==> config.mk <==
export PLATFORM = sky130hd
export DESIGN_NAME = pmtu_probe_state_machine_core
export DESIGN_NICKNAME = d
export VERILOG_FILES = /design/src/hdl/pmtu_pkg.sv /design/src/hdl/pmtu_probe_state_machine_core.sv /design/src/hdl/pmtu_cfg.sv /design/src/hdl/pmtu_fsm.sv /design/src/hdl/pmtu_out.sv
export SDC_FILE = /design/constraint.sdc
export NUM_CORES = 1
export LEC_CHECK = 0
export BUFFER_PORTS_ARGS = -buffer_cell sky130_fd_sc_hd__buf_2
export CAP_MARGIN = 30
export CORE_UTILIZATION = 25
export CTS_CLUSTER_DIAMETER = 120
export CTS_CLUSTER_SIZE = 30
export DETAILED_ROUTE_END_ITERATION = 8
export GPL_ROUTABILITY_DRIVEN = 0
export SLEW_MARGIN = 40
export SYNTH_ARGS = -nofsm -noshare
export SYNTH_HDL_FRONTEND = slang
export SYNTH_SLANG_ARGS = --single-unit
==> constraint.sdc <==
create_clock -name clk -period 2.8 [get_ports clk]
set_input_delay 0 -clock clk [delete_from_list [all_inputs] [get_ports clk]]
set_output_delay 0 -clock clk [all_outputs]
set_load 0.05 [all_outputs]
==> src/hdl/pmtu_pkg.sv <==
`timescale 1ns / 1ps

package pmtu_pkg;

	// discovery phases
	typedef enum logic [2:0] {
		PH_DISABLED = 3'd0,
		PH_BASE     = 3'd1,
		PH_SEARCH   = 3'd2,
		PH_COMPLETE = 3'd3,
		PH_ERROR    = 3'd4
	} phase_t;

	// event codes
	localparam logic [2:0] REQ_START = 3'd0;
	localparam logic [2:0] REQ_ACK   = 3'd1;
	localparam logic [2:0] REQ_LOST  = 3'd2;
	localparam logic [2:0] REQ_RAISE = 3'd3;
	localparam logic [2:0] REQ_DLOSS = 3'd4;

	// probe delay choices
	localparam logic [1:0] DLY_NONE = 2'd0;
	localparam logic [1:0] DLY_ACK  = 2'd1;
	localparam logic [1:0] DLY_LOSS = 2'd2;

	// raise timer commands
	localparam logic [1:0] RT_KEEP     = 2'd0;
	localparam logic [1:0] RT_SCHEDULE = 2'd1;
	localparam logic [1:0] RT_CANCEL   = 2'd2;

	// configuration register indexes
	localparam int unsigned CFG_IDX_W = 3;
	localparam int unsigned CFG_DATA_W = 16;
	localparam logic [CFG_IDX_W-1:0] CFG_ENABLE    = 3'd0;
	localparam logic [CFG_IDX_W-1:0] CFG_BASE      = 3'd1;
	localparam logic [CFG_IDX_W-1:0] CFG_MAX       = 3'd2;
	localparam logic [CFG_IDX_W-1:0] CFG_ERR_PROBE = 3'd3;
	localparam logic [CFG_IDX_W-1:0] CFG_MAX_UNANS = 3'd4;
	localparam logic [CFG_IDX_W-1:0] CFG_BH_ENABLE = 3'd5;

	typedef struct packed {
		logic        discovery_enable;
		logic [15:0] base_size;
		logic [15:0] max_size;
		logic [15:0] error_probe_size;
		logic [7:0]  max_unanswered_probes;
		logic        blackhole_check_enable;
	} cfg_t;

	typedef struct packed {
		logic [2:0]  req_type;
		logic [15:0] acked_probe_size;
		logic        next_size_valid;
		logic [15:0] next_size;
		logic [7:0]  unanswered_probes;
		logic        lost_is_probe;
		logic [15:0] lost_size;
		logic        loss_threshold_hit;
	} item_t;

	typedef struct packed {
		phase_t      machine_state;
		logic [15:0] send_size;
		logic [15:0] probe_size;
		logic [1:0]  probe_delay;
		logic [1:0]  raise_timer_cmd;
		logic        stop_probe_timer;
		logic        send_probe_now;
		logic        upper_bound_found;
		logic        blackhole_found;
		logic        loss_counter_update;
		logic        size_raised;
		logic        event_ignored;
	} result_t;

endpackage

==> src/hdl/pmtu_probe_state_machine_core.sv <==
`timescale 1ns / 1ps

// Path MTU discovery probe controller. Each event item on the input channel
// yields exactly one result item, in order. An input register feeds the state
// update logic, which writes a result register. The result is loaded there when
// the result register is free, that is while it is empty or out_ready is high,
// and it is held there while out_ready is low. One event can be accepted every
// clock cycle while out_ready stays high. Sizes read zero until a start event.
// Configuration registers are written through cfg_we/cfg_index/cfg_data and
// should only change while no event is in flight.
module pmtu_probe_state_machine_core (
	input  logic                            clk,
	input  logic                            arst_n,
	input  logic                            cfg_we,
	input  logic [pmtu_pkg::CFG_IDX_W-1:0]  cfg_index,
	input  logic [pmtu_pkg::CFG_DATA_W-1:0] cfg_data,
	input  logic                            in_valid,
	output logic                            in_ready,
	input  logic [2:0]                      req_type,
	input  logic [15:0]                     acked_probe_size,
	input  logic                            next_size_valid,
	input  logic [15:0]                     next_size,
	input  logic [7:0]                      unanswered_probes,
	input  logic                            lost_is_probe,
	input  logic [15:0]                     lost_size,
	input  logic                            loss_threshold_hit,
	output logic                            out_valid,
	input  logic                            out_ready,
	output logic [2:0]                      machine_state,
	output logic [15:0]                     send_size,
	output logic [15:0]                     probe_size,
	output logic [1:0]                      probe_delay,
	output logic [1:0]                      raise_timer_cmd,
	output logic                            stop_probe_timer,
	output logic                            send_probe_now,
	output logic                            upper_bound_found,
	output logic                            blackhole_found,
	output logic                            loss_counter_update,
	output logic                            size_raised,
	output logic                            event_ignored
);
	import pmtu_pkg::*;

	cfg_t    cfg;
	item_t   item;
	result_t res_d, res_q;
	logic    adv, out_free;

	assign item.req_type           = req_type;
	assign item.acked_probe_size   = acked_probe_size;
	assign item.next_size_valid    = next_size_valid;
	assign item.next_size          = next_size;
	assign item.unanswered_probes  = unanswered_probes;
	assign item.lost_is_probe      = lost_is_probe;
	assign item.lost_size          = lost_size;
	assign item.loss_threshold_hit = loss_threshold_hit;

	pmtu_cfg u_cfg (
		.clk       (clk),
		.arst_n    (arst_n),
		.cfg_we    (cfg_we),
		.cfg_index (cfg_index),
		.cfg_data  (cfg_data),
		.cfg       (cfg)
	);

	pmtu_fsm u_fsm (
		.clk      (clk),
		.arst_n   (arst_n),
		.cfg      (cfg),
		.in_valid (in_valid),
		.in_ready (in_ready),
		.item     (item),
		.out_free (out_free),
		.adv      (adv),
		.res_d    (res_d)
	);

	pmtu_out u_out (
		.clk       (clk),
		.arst_n    (arst_n),
		.load      (adv),
		.res_d     (res_d),
		.free      (out_free),
		.out_valid (out_valid),
		.out_ready (out_ready),
		.res_q     (res_q)
	);

	// result fields
	assign machine_state       = res_q.machine_state;
	assign send_size           = res_q.send_size;
	assign probe_size          = res_q.probe_size;
	assign probe_delay         = res_q.probe_delay;
	assign raise_timer_cmd     = res_q.raise_timer_cmd;
	assign stop_probe_timer    = res_q.stop_probe_timer;
	assign send_probe_now      = res_q.send_probe_now;
	assign upper_bound_found   = res_q.upper_bound_found;
	assign blackhole_found     = res_q.blackhole_found;
	assign loss_counter_update = res_q.loss_counter_update;
	assign size_raised         = res_q.size_raised;
	assign event_ignored       = res_q.event_ignored;

endmodule

==> src/hdl/pmtu_cfg.sv <==
`timescale 1ns / 1ps

module pmtu_cfg (
	input  logic                                 clk,
	input  logic                                 arst_n,
	input  logic                                 cfg_we,
	input  logic [pmtu_pkg::CFG_IDX_W-1:0]       cfg_index,
	input  logic [pmtu_pkg::CFG_DATA_W-1:0]      cfg_data,
	output pmtu_pkg::cfg_t                       cfg
);
	import pmtu_pkg::*;

	cfg_t cfg_q;

	// register writes, unknown indexes dropped
	always_ff @(posedge clk or negedge arst_n) begin
		if (!arst_n) begin
			cfg_q.discovery_enable       <= 1'b1;
			cfg_q.base_size              <= 16'd1252;
			cfg_q.max_size               <= 16'd1452;
			cfg_q.error_probe_size       <= 16'd1200;
			cfg_q.max_unanswered_probes  <= 8'd3;
			cfg_q.blackhole_check_enable <= 1'b1;
		end else if (cfg_we) begin
			unique case (cfg_index)
				CFG_ENABLE:    cfg_q.discovery_enable       <= cfg_data[0];
				CFG_BASE:      cfg_q.base_size              <= cfg_data[15:0];
				CFG_MAX:       cfg_q.max_size               <= cfg_data[15:0];
				CFG_ERR_PROBE: cfg_q.error_probe_size       <= cfg_data[15:0];
				CFG_MAX_UNANS: cfg_q.max_unanswered_probes  <= cfg_data[7:0];
				CFG_BH_ENABLE: cfg_q.blackhole_check_enable <= cfg_data[0];
				default: ;
			endcase
		end
	end

	assign cfg = cfg_q;

endmodule

==> src/hdl/pmtu_fsm.sv <==
`timescale 1ns / 1ps

module pmtu_fsm (
	input  logic              clk,
	input  logic              arst_n,
	input  pmtu_pkg::cfg_t    cfg,
	input  logic              in_valid,
	output logic              in_ready,
	input  pmtu_pkg::item_t   item,
	input  logic              out_free,
	output logic              adv,
	output pmtu_pkg::result_t res_d
);
	import pmtu_pkg::*;

	logic        valid_s1;
	item_t       item_s1;
	phase_t      phase_q, phase_d;
	logic [15:0] send_q, send_d;
	logic [15:0] probe_q, probe_d;

	logic stale, nok_cur, nok_raised, limit, loss_qual;

	// input stage
	assign adv      = valid_s1 && out_free;
	assign in_ready = !valid_s1 || out_free;

	always_ff @(posedge clk or negedge arst_n) begin
		if (!arst_n) begin
			valid_s1 <= 1'b0;
		end else if (in_ready) begin
			valid_s1 <= in_valid;
		end
	end

	always_ff @(posedge clk) begin
		if (in_ready && in_valid) begin
			item_s1 <= item;
		end
	end

	// shared compares
	assign stale      = item_s1.acked_probe_size <= send_q;
	assign nok_cur    = item_s1.next_size_valid && (item_s1.next_size > send_q)
		&& (item_s1.next_size <= cfg.max_size);
	assign nok_raised = item_s1.next_size_valid
		&& (item_s1.next_size > item_s1.acked_probe_size)
		&& (item_s1.next_size <= cfg.max_size);
	assign limit      = item_s1.unanswered_probes >= cfg.max_unanswered_probes;
	assign loss_qual  = (phase_q != PH_DISABLED) && !item_s1.lost_is_probe
		&& (item_s1.lost_size > cfg.base_size) && (send_q > cfg.base_size)
		&& cfg.blackhole_check_enable;

	// next phase
	always_comb begin
		phase_d = phase_q;
		unique case (item_s1.req_type)
			REQ_START: begin
				phase_d = cfg.discovery_enable ? PH_BASE : PH_DISABLED;
			end
			REQ_ACK: begin
				unique case (phase_q)
					PH_BASE: begin
						if (item_s1.acked_probe_size != cfg.base_size) begin
							phase_d = (stale || nok_raised) ? PH_SEARCH : PH_COMPLETE;
						end else begin
							phase_d = nok_cur ? PH_SEARCH : PH_COMPLETE;
						end
					end
					PH_SEARCH: begin
						if (!stale && !nok_raised) begin
							phase_d = PH_COMPLETE;
						end
					end
					PH_ERROR: phase_d = PH_BASE;
					default:  phase_d = phase_q;
				endcase
			end
			REQ_LOST: begin
				if (phase_q == PH_BASE && limit) begin
					phase_d = PH_ERROR;
				end else if (phase_q == PH_SEARCH && limit) begin
					phase_d = PH_COMPLETE;
				end
			end
			REQ_RAISE: begin
				if (phase_q == PH_COMPLETE) begin
					phase_d = PH_SEARCH;
				end
			end
			REQ_DLOSS: begin
				if (loss_qual && item_s1.loss_threshold_hit) begin
					phase_d = PH_BASE;
				end
			end
			default: phase_d = phase_q;
		endcase
	end

	// sizes and event flags
	always_comb begin
		send_d = send_q;
		probe_d = probe_q;
		res_d = '0;
		unique case (item_s1.req_type)
			REQ_START: begin
				send_d  = cfg.base_size;
				probe_d = cfg.base_size;
			end
			REQ_ACK: begin
				if (phase_q == PH_SEARCH
					|| (phase_q == PH_BASE
					&& item_s1.acked_probe_size != cfg.base_size)) begin
					if (stale) begin
						res_d.event_ignored = 1'b1;
					end else begin
						send_d = item_s1.acked_probe_size;
						res_d.size_raised = 1'b1;
						if (nok_raised) begin
							probe_d = item_s1.next_size;
							res_d.probe_delay = DLY_ACK;
						end else begin
							res_d.raise_timer_cmd   = RT_SCHEDULE;
							res_d.stop_probe_timer  = 1'b1;
							res_d.upper_bound_found = 1'b1;
						end
					end
				end else if (phase_q == PH_BASE) begin
					if (nok_cur) begin
						probe_d = item_s1.next_size;
						res_d.probe_delay = DLY_ACK;
					end else begin
						res_d.raise_timer_cmd   = RT_SCHEDULE;
						res_d.stop_probe_timer  = 1'b1;
						res_d.upper_bound_found = 1'b1;
					end
				end else if (phase_q == PH_ERROR) begin
					probe_d = cfg.base_size;
					res_d.probe_delay = DLY_ACK;
				end else begin
					res_d.event_ignored = 1'b1;
				end
			end
			REQ_LOST: begin
				if (phase_q == PH_BASE) begin
					if (limit) begin
						probe_d = cfg.error_probe_size;
					end
					res_d.probe_delay = DLY_LOSS;
				end else if (phase_q == PH_SEARCH) begin
					if (limit) begin
						res_d.raise_timer_cmd   = RT_SCHEDULE;
						res_d.stop_probe_timer  = 1'b1;
						res_d.upper_bound_found = 1'b1;
					end else begin
						res_d.probe_delay = DLY_LOSS;
					end
				end else if (phase_q == PH_ERROR) begin
					res_d.probe_delay = DLY_LOSS;
				end else begin
					res_d.event_ignored = 1'b1;
				end
			end
			REQ_RAISE: begin
				if (phase_q == PH_COMPLETE) begin
					res_d.send_probe_now = 1'b1;
				end else begin
					res_d.event_ignored = 1'b1;
				end
			end
			REQ_DLOSS: begin
				if (loss_qual) begin
					res_d.loss_counter_update = 1'b1;
					if (item_s1.loss_threshold_hit) begin
						res_d.blackhole_found = 1'b1;
						res_d.raise_timer_cmd = RT_CANCEL;
						send_d  = cfg.base_size;
						probe_d = cfg.base_size;
					end
				end
			end
			default: res_d.event_ignored = 1'b1;
		endcase
		res_d.machine_state = phase_d;
		res_d.send_size     = send_d;
		res_d.probe_size    = probe_d;
	end

	// machine state, updated once per transfer into the result stage
	always_ff @(posedge clk or negedge arst_n) begin
		if (!arst_n) begin
			phase_q <= PH_DISABLED;
			send_q  <= '0;
			probe_q <= '0;
		end else if (adv) begin
			phase_q <= phase_d;
			send_q  <= send_d;
			probe_q <= probe_d;
		end
	end

	// state only moves when an item leaves the input stage
	a_hold: assert property (@(posedge clk) disable iff (!arst_n)
		!adv |=> $stable(phase_q) && $stable(send_q) && $stable(probe_q))
		else $error("state changed without a transfer");

	// a raise always lands on the acked probe size
	a_raise: assert property (@(posedge clk) disable iff (!arst_n)
		adv && res_d.size_raised |=> send_q == $past(item_s1.acked_probe_size))
		else $error("raised send size differs from acked size");

	// black hole drops both sizes to base and returns to base phase
	a_bh: assert property (@(posedge clk) disable iff (!arst_n)
		adv && res_d.blackhole_found |=> phase_q == PH_BASE && send_q == probe_q)
		else $error("black hole did not reset sizes");

	// upper bound event only with the search complete
	a_ub: assert property (@(posedge clk) disable iff (!arst_n)
		adv && res_d.upper_bound_found |=> phase_q == PH_COMPLETE)
		else $error("upper bound outside complete phase");

endmodule

==> src/hdl/pmtu_out.sv <==
`timescale 1ns / 1ps

module pmtu_out (
	input  logic              clk,
	input  logic              arst_n,
	input  logic              load,
	input  pmtu_pkg::result_t res_d,
	output logic              free,
	output logic              out_valid,
	input  logic              out_ready,
	output pmtu_pkg::result_t res_q
);
	import pmtu_pkg::*;

	logic valid_s2;
	result_t res_s2;

	// result stage can take a new item when empty or being drained
	assign free = !valid_s2 || out_ready;

	always_ff @(posedge clk or negedge arst_n) begin
		if (!arst_n) begin
			valid_s2 <= 1'b0;
		end else if (free) begin
			valid_s2 <= load;
		end
	end

	always_ff @(posedge clk) begin
		if (load) begin
			res_s2 <= res_d;
		end
	end

	assign out_valid = valid_s2;
	assign res_q     = res_s2;

endmodule
==> results.md <==
- Sequential Power Share: 34.8%
- Port Buffers: 133
- Worst Hold Class: in2async
- Internal: 7.097 mW
- Ys flop type: edfxtp_1
- Global Route Usage Sum: 18.64%
- RSZ-0062 raised after global routing: true
- Slew margin rel.: 45.10%
- Max-Cap Viols: 0
- Pwr/cell area: 629.3 mW/mm^2
- Hold WS: 65.87 ps
- FF-to-FF Start: u_cfg.cfg[47]
- ANT cells: 0
- Busiest grt layer: met2
- Die area: 0.04900 mm^2
- Worst Setup End Kind: register
- Clock share of power: 15.5%
- Combinational Power Share: 49.6%
- Tightest Pin Transition: 822.6 ps
- Worst vdd ir: 0.3554 mV
- Antenna viol nets, final: 0
- NumNets Final: 1866
- CP top delay family: compound AO/OA/AOI/OAI gates
- YS warnings: 0
- Total Wirelength: 48.51 mm
- #FFs+latches synth: 202
- Setup crit start kind: register
- Area growth, synth to finish: 57.25%
- Crit path kind: reg2reg
- Vias in the first global route: 11680
- Period minus WS final: 3241 ps
- Clock transition at the registers of the reported paths: 120 ps
- # IOs: 134
- Post-synthesis cell area: 0.01203 mm^2
- DR pass1 iterations: 5
- Area of the multi-input gates: 0.007622 mm^2
- Row count: 80
- Final Hold Viols: 0
- FMAX: 0.3085 GHz
- Largest cells by area after synthesis: edfxtp_1 27%, dfrtp_1 16%, ha_1 11%, o21ai_0 4.6%, dfstp_2 4.2%
- Grt met1 use: 25.47%
- Met3 global-route usage: 2.961%
- CP Max Fanout: 6
- Failing checks: negative setup slack
- 1st-iter DRT viols: 977
- Data required, critical path: 3010 ps
- Worst setup margin: -441.4 ps
- Routed WL per cell: 21.14 um
- Post-synthesis sequential area ratio: 46.67%
- Remaining global-route overflow: 0
- Syn_area_per_cell: 10.20 um^2
- Max-slew violation count: 0
- Die H: 221.4 um
- RR Endpoint: u_out.res_q[33]
- Switching share of power: 40.38%
- Core area: 0.04765 mm^2
- TritonCTS Buffers: 11
- Critical path's slowest cell: dfstp_2
- Initial Utilization: 25.25%
- H-tree Lvls: 1
- Clk_lat worst skew: 510 ps
- EDFF count, synth: 107
- Met2 GRT Util: 29.23%
- Routed via count: 11990
- CP max stage delay: 580 ps
- Buf/Inv on CP: 4
- Cells along the critical path: inv_4 > ha_4 > nand4_1 > nor4_2 > a2111oi_2 > buf_4 > o41a_1 > buf_6 > nand3_4 > a22o_4 > buf_12 > o31ai_4 > o21ai_2
- Synth top area share: 26.71%
- Final Util: 39.70%
- Cells after Synth: 1179
- Initial antenna violation count: 0
- Leak: 7.651 nW
- Netlist cell types: 77
- Die Width: 221.4 um
- Post-DP HPWL: 34.97 mm
- Final Cycle Share: 115.8%
- Seq. cell area: 0.005614 mm^2
- Endpoints failing setup: 72
- Layout cells sized above 1: 45.06%
- Syn nets: 1369
- Status: finished with violations
- Cell taking the most area after synthesis: edfxtp_1
- DP Area: 0.01532 mm^2
- Async set-reset flop share out of synthesis: 47.03%
- R2r worst-path depth: 13
- Post-Layout Inst Area: 0.01892 mm^2
- DR DRC count: 0
- # fillers: 4561
- Sink Count: 202
- R2R setup slack: -440 ps
- Worst Skew: 47.42 ps
- First-pass GRT wire length: 69.92 mm
- CTS tree: yes
- CP Data Arrival Time: 3450 ps
- Largest net degree at the start of global routing: 63
- Psw: 4.807 mW
- Root Driver: clkbuf_16
- Vias/cell: 5.223
- Clock Path Buffers: 3
[metal layers]
metal	share of wire [%]	wire (um)
met4	4.6	2234
met5	0	0
met1	43	20650
met3	8.3	4022
met2	45	21610
[power by group through the flow]
| stage | Clock [mW] | Sequential (mW) | Combinational (mW) |
|---|---|---|---|
| global route | 1.98 | 4.19 | 6.27 |
| detailed placement | 0 | 4.16 | 4.48 |
| floorplan | 0 | 4.41 | 2.20 |
| global placement | 0 | 4.15 | 4.37 |
| CTS | 1.90 | 4.11 | 5.09 |
| finish | 1.85 | 4.15 | 5.91 |
[cells by family (layout without fill, tap and decap cells)]
kind of cell,after synthesis,after routing,synth area share [%]
DFF,202,202,46.67
AOI/OAI and AO/OA,378,378,21.99
muxes,22,22,2.060
and+or+nand+nor,324,324,12.63
adders and majority gates,104,104,10.82
buffers and inverters,132,633,4.597
xor gates and xnor gates,17,17,1.238
[cell type report]
cell class              count  area share (%)
clock buffers              13           1.495
well taps                 615           4.068
multi-input cells         845           40.30
inverters                  80           1.713
repair buffers            536           22.49
clock inverters             4          0.2580
flip-flops and latches    202           29.68
[what timing repair did]
item                                   CTS  global route
buffers inserted                        36            41
setup endpoints to repair               73            76
endpoints found under the hold margin  159             0
hold buffers                            91             0
resized for setup                      137           206
gates cloned                             1             0
pin swaps                               51            87
[state kept, by name (all words and copies together) (netlist names)]
signal and count:
u_fsm.phase_q 3, u_fsm.probe_q 16, u_fsm.valid_s1 1, u_cfg.cfg 58
u_fsm.item_s1 62, u_out.out_valid 1, u_fsm.send_q 16, u_out.res_q 45
[layout by cell type (no fill, tap or decap), types with 10 or more instances in the layout]
master	instances
buf_2	132
a2111oi_4	21
o21ai_2	18
o21ai_1	26
inv_1	56
buf_6	42
o21ai_0	87
a211oi_2	17
a21o_1	10
dfstp_2	19
nand4_1	24
xor2_1	16
inv_2	17
dfrtp_1	76
mux2_2	21
nor3_2	11
nor2_1	76
a211oi_1	19
a21oi_2	18
nand3_1	13
ha_4	32
clkbuf_16	11
buf_4	256
a21oi_1	46
dlygate4sd3_1	91
nand2_1	105
nor3_1	11
edfxtp_1	107
ha_1	72
buf_12	10
[worst reg2reg max path: stages, from the launching register on]
cell       delay [ps]
dfstp_2           580
inv_4              60
ha_4              210
nand4_1           150
nor4_2             70
a2111oi_2         480
buf_4             200
o41a_1            150
buf_6             140
nand3_4            80
a22o_4            340
buf_12            170
o31ai_4           220
o21ai_2           120
[per-stage QoR]
stage / worst slack (ps) / total power, mW / std cells / setup TNS (ps)
5_1_grt: -546.9 / 12.44 / 2295 / -27690
2_1_floorplan: -61.13 / 6.613 / 1179 / -161.4
3_5_place_dp: -668.4 / 8.641 / 2113 / -33670
3_3_place_gp: -628.6 / 8.520 / 2113 / -32220
6_report: -441.4 / 11.90 / 2295 / -22530
4_1_cts: -394.7 / 11.11 / 2258 / -19850
[cell usage after synthesis (12+ instances only)]
library cell / n
o21ai_0: 111
edfxtp_1: 107
nand2_1: 107
ha_1: 104
nor2_1: 88
inv_1: 79
dfrtp_1: 76
a21oi_1: 64
a211oi_1: 31
nor3_1: 31
clkbuf_1: 26
nand4_1: 24
mux2_2: 22
o21ai_1: 20
buf_2: 19
dfstp_2: 19
o31ai_1: 16
xor2_1: 16
a2111oi_2: 14
nand3_1: 14
and3_1: 12
[worst max-delay path by stage]
stage                         to             from  slack [ps]  cells past startpoint
3_5_place_dp     u_out.res_q[12]  u_fsm.send_q[7]        -670                     13
5_1_grt          u_out.res_q[26]  u_fsm.send_q[9]        -550                     13
3_3_place_gp     u_out.res_q[12]  u_fsm.send_q[7]        -630                     13
6_report         u_out.res_q[33]    u_cfg.cfg[47]        -440                     13
2_1_floorplan  u_fsm.probe_q[11]    u_cfg.cfg[47]         -60                     11
4_1_cts          u_out.res_q[33]    u_cfg.cfg[47]        -390                     12
(Power assumes the default switching activity.)
